**config.mk**
```make
export PLATFORM = sky130hd
export DESIGN_NAME = signed_int_to_decimal_ascii_unit
export DESIGN_NICKNAME = d
export VERILOG_FILES = /design/src/hw/rtl/s2d_pkg.sv /design/src/hw/rtl/signed_int_to_decimal_ascii_unit.sv /design/src/hw/rtl/s2d_digit_cell.sv /design/src/hw/rtl/s2d_digit_chain.sv
export SDC_FILE = /design/constraint.sdc
export NUM_CORES = 1
export LEC_CHECK = 0
export ABC_AREA = 1
export BUFFER_PORTS_ARGS = -buffer_cell sky130_fd_sc_hd__buf_4
export CAP_MARGIN = 0
export CORE_MARGIN = 8
export CORE_UTILIZATION = 45
export DETAILED_ROUTE_END_ITERATION = 7
export GPL_ROUTABILITY_DRIVEN = 0
export PLACE_DENSITY = 0.6
export SLEW_MARGIN = 25
export SYNTH_ARGS = -nofsm -noshare
export SYNTH_HDL_FRONTEND = slang
export SYNTH_HIERARCHICAL = 1
export SYNTH_SLANG_ARGS = --single-unit
```
**constraint.sdc**
```tcl
create_clock -name clk -period 5.74 [get_ports clk]
set_clock_uncertainty 0.2 [all_clocks]
set_input_delay 0 -clock clk [delete_from_list [all_inputs] [get_ports clk]]
set_output_delay 0 -clock clk [all_outputs]
set_load 0.1 [all_outputs]
```
**src/hw/rtl/s2d_pkg.sv**
```systemverilog
// Shared constants, types and state codes for the signed integer to decimal text unit.
package s2d_pkg;

  // Two's complement width of the printed value.
  localparam int VALUE_WIDTH = 32;

  // Width of the input field as it stands on the port.
  localparam int IN_W = 32;

  // Bits that carry the magnitude and whether a sign bit exists at all.
  localparam int MAG_W = (VALUE_WIDTH < IN_W) ? VALUE_WIDTH : IN_W;
  localparam bit HAS_SIGN = (VALUE_WIDTH <= IN_W);

  // Decimal digit storage.
  localparam int DIGIT_DEPTH = 10;
  localparam int DIGIT_W = 4;
  localparam int DIGIT_IDX_W = $clog2(DIGIT_DEPTH);
  localparam int CNT_W = $clog2(DIGIT_DEPTH + 1);
  localparam int BIT_CNT_W = $clog2(MAG_W);

  // Add-3 correction used by the shift-and-add conversion.
  localparam logic [DIGIT_W-1:0] ADJ_THRESH = 4'd5;
  localparam logic [DIGIT_W-1:0] ADJ_ADD = 4'd3;

  // ASCII codes.
  localparam logic [7:0] CHAR_ZERO = 8'd48;
  localparam logic [7:0] CHAR_MINUS = 8'd45;

  // Operation applied to all digit cells together.
  typedef enum logic [1:0] {
    CELL_HOLD,
    CELL_CLEAR,
    CELL_CONVERT,
    CELL_SHIFT
  } cell_op_t;

  // Control from the sequencer to the digit chain.
  typedef struct packed {
    cell_op_t               op;
    logic                   serial_in;
    logic [DIGIT_IDX_W-1:0] tap;
  } chain_ctrl_t;

  // Sequencer states.
  typedef enum logic [2:0] {
    ST_IDLE,
    ST_CONVERT,
    ST_FINISH,
    ST_SIGN,
    ST_DIGITS
  } state_t;

endpackage

```
**src/hw/rtl/signed_int_to_decimal_ascii_unit.sv**
```systemverilog
// Top level: prints a signed integer as decimal ASCII text, one character per item.
//
//   Channel | Direction | Payload                    | Handshake
//   --------+-----------+----------------------------+----------------------
//   in_     | input     | in_value[31:0] signed      | in_valid / in_stall
//   out_    | output    | out_character[7:0], out_last | out_valid / out_stall
//
// Each number is loaded, converted in MAG_W shift-and-add-3 steps through the digit
// cell row (32 at the default width) and its digits counted, then printed as up to
// eleven characters while the output side takes them.
// Reset clears the sequencer; the digit cells hold no reset value.
// in_stall is high from acceptance until the last character is taken.
// A stalled character holds, since the digit cells shift only when it leaves.
module signed_int_to_decimal_ascii_unit import s2d_pkg::*; (
  input  logic                   clk,
  input  logic                   rst_n,
  input  logic                   in_valid,
  output logic                   in_stall,
  input  logic signed [IN_W-1:0] in_value,
  output logic                   out_valid,
  input  logic                   out_stall,
  output logic [7:0]             out_character,
  output logic                   out_last
);

  state_t                 state_r, state_nxt;
  logic [MAG_W-1:0]       mag_r, mag_nxt;
  logic                   neg_r, neg_nxt;
  logic [BIT_CNT_W-1:0]   bit_cnt_r, bit_cnt_nxt;
  logic [DIGIT_IDX_W-1:0] tap_r, tap_nxt;
  logic [CNT_W-1:0]       rem_r, rem_nxt;

  logic [MAG_W-1:0]       in_bits;
  logic                   in_neg;
  logic                   out_take;
  chain_ctrl_t            ctrl;
  logic [DIGIT_W-1:0]     tap_digit;
  logic [CNT_W-1:0]       digit_count;

  // Sign and bits of the incoming value, and the output handshake.
  assign in_bits = in_value[MAG_W-1:0];
  assign in_neg = HAS_SIGN && in_bits[MAG_W-1];
  assign out_take = out_valid && !out_stall;

  // Next state.
  always_comb begin
    state_nxt = state_r;
    case (state_r)
      ST_IDLE: begin
        if (in_valid) state_nxt = ST_CONVERT;
      end
      ST_CONVERT: begin
        if (bit_cnt_r == '0) state_nxt = ST_FINISH;
      end
      ST_FINISH: begin
        state_nxt = neg_r ? ST_SIGN : ST_DIGITS;
      end
      ST_SIGN: begin
        if (!out_stall) state_nxt = ST_DIGITS;
      end
      ST_DIGITS: begin
        if (!out_stall && rem_r == CNT_W'(1)) state_nxt = ST_IDLE;
      end
      default: state_nxt = ST_IDLE;
    endcase
  end

  // Datapath registers of the sequencer.
  always_comb begin
    mag_nxt = mag_r;
    neg_nxt = neg_r;
    bit_cnt_nxt = bit_cnt_r;
    tap_nxt = tap_r;
    rem_nxt = rem_r;
    case (state_r)
      ST_IDLE: begin
        if (in_valid) begin
          mag_nxt = in_neg ? (MAG_W'(0) - in_bits) : in_bits;
          neg_nxt = in_neg;
          bit_cnt_nxt = BIT_CNT_W'(MAG_W - 1);
        end
      end
      ST_CONVERT: begin
        mag_nxt = {mag_r[MAG_W-2:0], 1'b0};
        bit_cnt_nxt = bit_cnt_r - BIT_CNT_W'(1);
      end
      ST_FINISH: begin
        tap_nxt = DIGIT_IDX_W'(digit_count - CNT_W'(1));
        rem_nxt = digit_count;
      end
      ST_DIGITS: begin
        if (!out_stall) rem_nxt = rem_r - CNT_W'(1);
      end
      default: ;
    endcase
  end

  // Outputs and cell control.
  always_comb begin
    in_stall = (state_r != ST_IDLE);
    out_valid = (state_r == ST_SIGN) || (state_r == ST_DIGITS);
    out_last = (state_r == ST_DIGITS) && (rem_r == CNT_W'(1));
    out_character = (state_r == ST_SIGN) ? CHAR_MINUS
                                         : (CHAR_ZERO + {4'b0000, tap_digit});
    ctrl.serial_in = mag_r[MAG_W-1];
    ctrl.tap = tap_r;
    case (state_r)
      ST_IDLE:    ctrl.op = in_valid ? CELL_CLEAR : CELL_HOLD;
      ST_CONVERT: ctrl.op = CELL_CONVERT;
      ST_DIGITS:  ctrl.op = out_take ? CELL_SHIFT : CELL_HOLD;
      default:    ctrl.op = CELL_HOLD;
    endcase
  end

  // Control state takes reset; payload registers do not.
  always_ff @(posedge clk) begin
    if (!rst_n) begin
      state_r <= ST_IDLE;
    end else begin
      state_r <= state_nxt;
    end
  end

  always_ff @(posedge clk) begin
    mag_r <= mag_nxt;
    neg_r <= neg_nxt;
    bit_cnt_r <= bit_cnt_nxt;
    tap_r <= tap_nxt;
    rem_r <= rem_nxt;
  end

  s2d_digit_chain u_chain (
    .clk         (clk),
    .ctrl        (ctrl),
    .tap_digit   (tap_digit),
    .digit_count (digit_count)
  );

endmodule

```
**src/hw/rtl/s2d_digit_cell.sv**
```systemverilog
// One decimal digit cell of the shift-and-add-3 conversion chain.
module s2d_digit_cell import s2d_pkg::*; (
  input  logic               clk,
  input  cell_op_t           op,
  input  logic               carry_in,
  input  logic [DIGIT_W-1:0] shift_in,
  output logic [DIGIT_W-1:0] digit,
  output logic               carry_out
);

  logic [DIGIT_W-1:0] digit_r;
  logic [DIGIT_W-1:0] digit_nxt;
  logic [DIGIT_W-1:0] adj;

  // Correct the digit before it doubles so it stays in decimal range.
  always_comb begin
    adj = (digit_r >= ADJ_THRESH) ? (digit_r + ADJ_ADD) : digit_r;
  end

  // Next digit: clear, convert step, shift from the lower cell, or hold.
  always_comb begin
    case (op)
      CELL_CLEAR:   digit_nxt = '0;
      CELL_CONVERT: digit_nxt = {adj[DIGIT_W-2:0], carry_in};
      CELL_SHIFT:   digit_nxt = shift_in;
      default:      digit_nxt = digit_r;
    endcase
  end

  always_ff @(posedge clk) begin
    digit_r <= digit_nxt;
  end

  assign digit = digit_r;
  assign carry_out = adj[DIGIT_W-1];

endmodule

```
**src/hw/rtl/s2d_digit_chain.sv**
```systemverilog
// Row of digit cells with the digit count encoder and the output tap.
module s2d_digit_chain import s2d_pkg::*; (
  input  logic               clk,
  input  chain_ctrl_t        ctrl,
  output logic [DIGIT_W-1:0] tap_digit,
  output logic [CNT_W-1:0]   digit_count
);

  logic [DIGIT_W-1:0] digits [DIGIT_DEPTH];
  logic               carry  [DIGIT_DEPTH];

  // Cell 0 takes the serial magnitude bit; each cell feeds its upper neighbor.
  // The top cell's carry goes nowhere, since ten digits hold any input.
  for (genvar i = 0; i < DIGIT_DEPTH; i++) begin : g_cell
    logic               cin;
    logic [DIGIT_W-1:0] sin;

    if (i == 0) begin : g_first
      assign cin = ctrl.serial_in;
      assign sin = '0;
    end else begin : g_rest
      assign cin = carry[i-1];
      assign sin = digits[i-1];
    end

    s2d_digit_cell u_cell (
      .clk       (clk),
      .op        (ctrl.op),
      .carry_in  (cin),
      .shift_in  (sin),
      .digit     (digits[i]),
      .carry_out (carry[i])
    );
  end

  // Number of significant digits; zero still prints one digit.
  always_comb begin
    digit_count = CNT_W'(1);
    for (int i = 1; i < DIGIT_DEPTH; i++) begin
      if (digits[i] != '0) begin
        digit_count = CNT_W'(i + 1);
      end
    end
  end

  // The most significant remaining digit always sits at the tap cell.
  assign tap_digit = digits[ctrl.tap];

endmodule
```
---- Word level (Yosys, flattened, before mapping) ----
Cells that the tools add are included.
storage, ports and cells
  register bits after elaboration ......... 89
  input port bits ......................... 36
  word-level logic and storage cells ...... 131
cells by class
  add/subtract/negate cells ............... 15
  $lt $le $gt $ge ......................... 11
  equality and inequality tests ........... 13
  multiplexer cells ....................... 49
  bitwise logic cells ..................... 1
  reduce and logical (&&, ||, !) cells .... 26
operators by type and width
  kind                                                                                  number
  4-bit case mux with 3 select lines                                                    9
  32-bit two-way mux                                                                    2
  32-bit case mux with 2 select lines                                                   1
  4-bit two-way mux                                                                     15
  4-bit by 3-bit greater-or-equal comparator with 1-bit output (second input constant)  10
  4-bit by 2-bit adder with 4-bit output (second input constant)                        9
  4-bit nonzero test                                                                    9
  1-bit by 32-bit subtractor with 32-bit output (first input constant)                  1
  3-bit two-way mux                                                                     10
  4-bit binary-select mux with 4-bit select                                             1
  4-bit case mux with 2 select lines                                                    2
  3-bit case mux with 5 select lines                                                    1
  2-bit != test (second input constant)                                                 5
  5-bit case mux with 2 select lines                                                    1
  4-bit by 1-bit subtractor with 4-bit output (second input constant)                   2
  6-bit by 4-bit adder with 7-bit output (first input constant)                         1
  7-bit two-way mux                                                                     1
  3-bit by 2-bit == test with 1-bit output (second input constant)                      2
  2-bit two-way mux                                                                     3
  2-bit case mux with 3 select lines                                                    1
  2-bit AND reduction                                                                   3
  2-bit nonzero test                                                                    3
  3-bit nonzero test                                                                    2
  5-bit greater-or-equal comparator (second input constant)                             1
  other kinds (17)                                                                      20

---- Logic depth before layout (Yosys ltp) ----
  depth in word-level cells ............... 11
  depth in mapped cells ................... 13
  gate-level depth less buffers ........... 13

---- Hierarchy ----
Netlist, hierarchy kept.
by module, submodules not included
  module                            instances  cells each  area each (um^2)
  signed_int_to_decimal_ascii_unit  1          433         3279.4
  s2d_digit_cell                    10         38          300.3
  s2d_digit_chain                   1          120         574.3

---- Worst setup path before layout ----
No wires, ideal clock.
  path type ............................... reg-to-reg
  from .................................... reg state_r[0]
  to ...................................... reg u_chain.g_cell[0].u_cell.digit_r[0] (enable)
  library setup time ...................... 303 ps
  data arrival time ....................... 3195 ps
  required time ........................... 5237 ps
  slack ................................... 2042 ps
  stages on the path, launching flop included .. 6
  path buffers ............................ 0
  cells stage by stage .................... dfxtp_1 > or2_4 > nor2_1 > inv_1 > o21ai_2 > or2_2
RTL lines
  what                    line                                     source
  from (decl)             signed_int_to_decimal_ascii_unit.sv:26   state_t state_r, state_nxt;
  from (signal assigned)  signed_int_to_decimal_ascii_unit.sv:120  state_r <= state_nxt;
  to (signal assigned)    s2d_digit_cell.sv:31                     digit_r <= digit_nxt;
  to (decl)               s2d_digit_cell.sv:11                     logic [DIGIT_W-1:0] digit_r;

==> summary.txt <==
STA
  • Final setup vio count: 0
  • Final WS setup: roughly 2800 ps
  • Fmax achieved: about 0.34 GHz
  • Hold Vio Cnt, Final: 0
  • Max-slew violations: 0
  • Final worst path period need: roughly 2900 ps
  • Worst-Margin Slew: around 760 ps
  • Relative slew slack: 0.4958
  • Setup tns final: 0 ps
  • RSZ-0062 raised after global routing: no
  • Tcrit/Tclk final: 0.5063

Pwr
  • Comb pwr share: 0.486
  • Power share of the clock group: 0.143
  • Pwr/cell area: 492.2 nW/um2
  • Power Internal: 2.113 mW
  • Static Leak: roughly 3.6 nW
  • Sw power: 1.816 mW
  • Register share of total power: 0.372
  • Switching fraction of total power: 0.4622
  • Peak VDD IR: about 250 uV

Run
  • Max cap viols: 0

Cells and area
  • Reg area: 2643 um2
  • Layout cells sized above 1: 0.1312
  • Final net count: between 1000 and 1500
  • Area of the multi-input gates: ~3600 um2
  • Antenna fix cells: 0
  • # fillers: between 1000 and 1500
  • Layout area overhead: 16.89%

Global route
  • Initial antenna violation count: 0
  • Number of global-route vias before repair: around 5700
  • Largest net degree at the start of global routing: slightly above 60
  • Global-route wire length before repair: 26.83 mm
  • Grt total ovfl: 0
  • Gr usage total: 0.1670

Die
  • Die ar.: between 15000 and 20000 um2
  • Area of the core: between 15000 and 20000 um2
  • IO Count: 47
  • Initial Util: 0.4543
  • Die height: 139.2 um
  • FP Rows: between 40 and 50
  • Die W: approximately 140 um

Clock network
  • Worst-path clk slew: 70 ps
  • # clock sinks: 89
  • TritonCTS buffer count: 9
  • Clk_lat worst skew: 340 ps
  • Root buf cell: clkbuf_16
  • H-tree levels: 3
  • Clock buffer depth: 2
  • Cts repair resizes: 0
  • TritonCTS clock tree: yes

Place
  • Port bufs: 43
  • Worst slack at placement: approximately 2800 ps
  • DP HPWL: approximately 12 mm

Setup path
  • Startpoint Class: register
  • Buf/Inv on CP: 4
  • Critical path type: register to register
  • Max stage delay on crit path: roughly 460 ps
  • Crit path capture type: register
  • Critical path peak fanout: between 40 and 50
  • Required time worst endpoint: between 5000 and 6000 ps
  • Crit path cell chain: nor3_4 > buf_4 > inv_2 > nand2_2 > buf_4 > inv_2 > nor2_4 > nand2_1 > o21ai_1
  • Worst Path Arrival: between 2000 and 3000 ps
  • CP max-delay cell: buf_4
  • CP top delay family: buffers and inverters

Status
  • Status: complete, no violations

Synth
  • Syn Inst Count: ~930
  • Post-synthesis area per instance: 7.359 um2
  • YS warnings: 6
  • Synthesized area: ~6800 um2

Route
  • Final wirelength: 15.72 mm
  • Remaining DRCs: 0
  • Avg WL per Cell: around 13 um
  • Avg Vias per Cell: ~5
  • Antenna viol nets, final: 0
  • DR vias: 6154
  • DR iter-0 viols: 414
  • Initial DRT Pass Iterations: 5

Hold path
  • Min-Delay Path Class: primary input to register
flip-flops by register name, summed over array words and instances (netlist names):
| name | count |
|---|---|
| rem_r | 4 |
| tap_r | 4 |
| neg_r | 1 |
| bit_cnt_r | 5 |
| u_chain/g_cell.u_cell/digit | 40 |
| state_r | 3 |
| mag_r | 32 |
worst reg2reg max path, cell delays in order, from the launching register on:
cell,delay (ps)
dfxtp_1,360
nor3_4,180
buf_4,410
inv_2,330
nand2_2,420
buf_4,460
inv_2,100
nor2_4,120
nand2_1,60
o21ai_1,130
metrics by stage:
stage                     power (mW)  instance area (um2)  hold slack (ps)  cells    util
after CTS                      3.951                 7983            285.6   1202  0.5310
after global routing           4.289                 7983            292.3   1202  0.5310
after global placement         3.343                 7321            60.98   1148  0.4870
after detailed placement       3.346                 7321            65.53   1148  0.4870
after floorplan                2.895                 6844           -101.1    932       -
final                          3.929                 7983            301.3   1202  0.5310
repair_timing:
item | in CTS | in global routing
hold buffers | 38 | 0
setup buffers | 0 | 0
endpoints found under the hold margin | 37 | 0
cell type report:
| cell class | count | share of cell area |
|---|---|---|
| Sequential cell | 89 | 0.3310 |
| Tap cell | 188 | 0.02947 |
| Clock buffer | 11 | 0.03041 |
| Timing Repair Buffer | 85 | 0.09185 |
| Multi-Input combinational cell | 706 | 0.4569 |
| Clock inverter | 5 | 0.004859 |
| Inverter | 118 | 0.05549 |
power by group through the flow:
| stage | logic (mW) | clock network (mW) | registers (mW) |
|---|---|---|---|
| 2_1_floorplan | 1.53 | 0 | 1.36 |
| 5_1_grt | 2.18 | 0.596 | 1.51 |
| 6_report | 1.91 | 0.560 | 1.46 |
| 3_5_place_dp | 1.87 | 0 | 1.47 |
| 3_3_place_gp | 1.87 | 0 | 1.47 |
| 4_1_cts | 1.91 | 0.576 | 1.47 |
placed cells by master (no fill, tap or decap), types with 2 or more instances in the layout:
cell	instances
nand2_1	288
nor2_2	4
o21ai_1	22
inv_2	19
nand2_2	4
nand4_1	26
or2_4	2
nor2_1	64
a21boi_2	9
inv_1	99
clkinvlp_4	4
edfxtp_1	86
and2_1	3
a21oi_1	21
clkbuf_16	9
buf_4	47
o21ai_2	2
dfxtp_1	3
mux2i_1	2
or2_2	13
o31ai_1	2
dlygate4sd3_1	38
nor2_4	13
ha_1	25
xnor2_1	3
o211ai_1	10
conb_1	7
o21ai_0	25
xor2_1	12
nor3_1	4
nand3_1	131
nand3b_1	3
a31oi_1	3
worst paths after layout:
| path | to | slack [ps] | cells after the start | startpoint |
|---|---|---|---|---|
| worst max-delay path | u_chain/g_cell[9].u_cell/digit[3]$_DFFE_PP_ | 2830 | 9 | state_r[2]$_SDFFE_PN0P_ |
| worst min-delay path | state_r[1]$_SDFFE_PN0P_ | 300 | 3 | rst_n |
| worst max register to register | u_chain/g_cell[9].u_cell/digit[3]$_DFFE_PP_ | 2830 | 9 | state_r[2]$_SDFFE_PN0P_ |
| worst min register to register | u_chain/g_cell[0].u_cell/digit[0]$_DFFE_PP_ | 320 | 2 | mag_r[31]$_DFFE_PP_ |
per-layer routing:
layer,up-vias,track usage,wire [um]
met4,0,0.04737,154
met3,8,0.02995,588
met5,-,0,0
met1,2778,0.2139,7499
met2,130,0.2827,7480
li1,3238,-,-
Power figures use the tool's default switching activity.
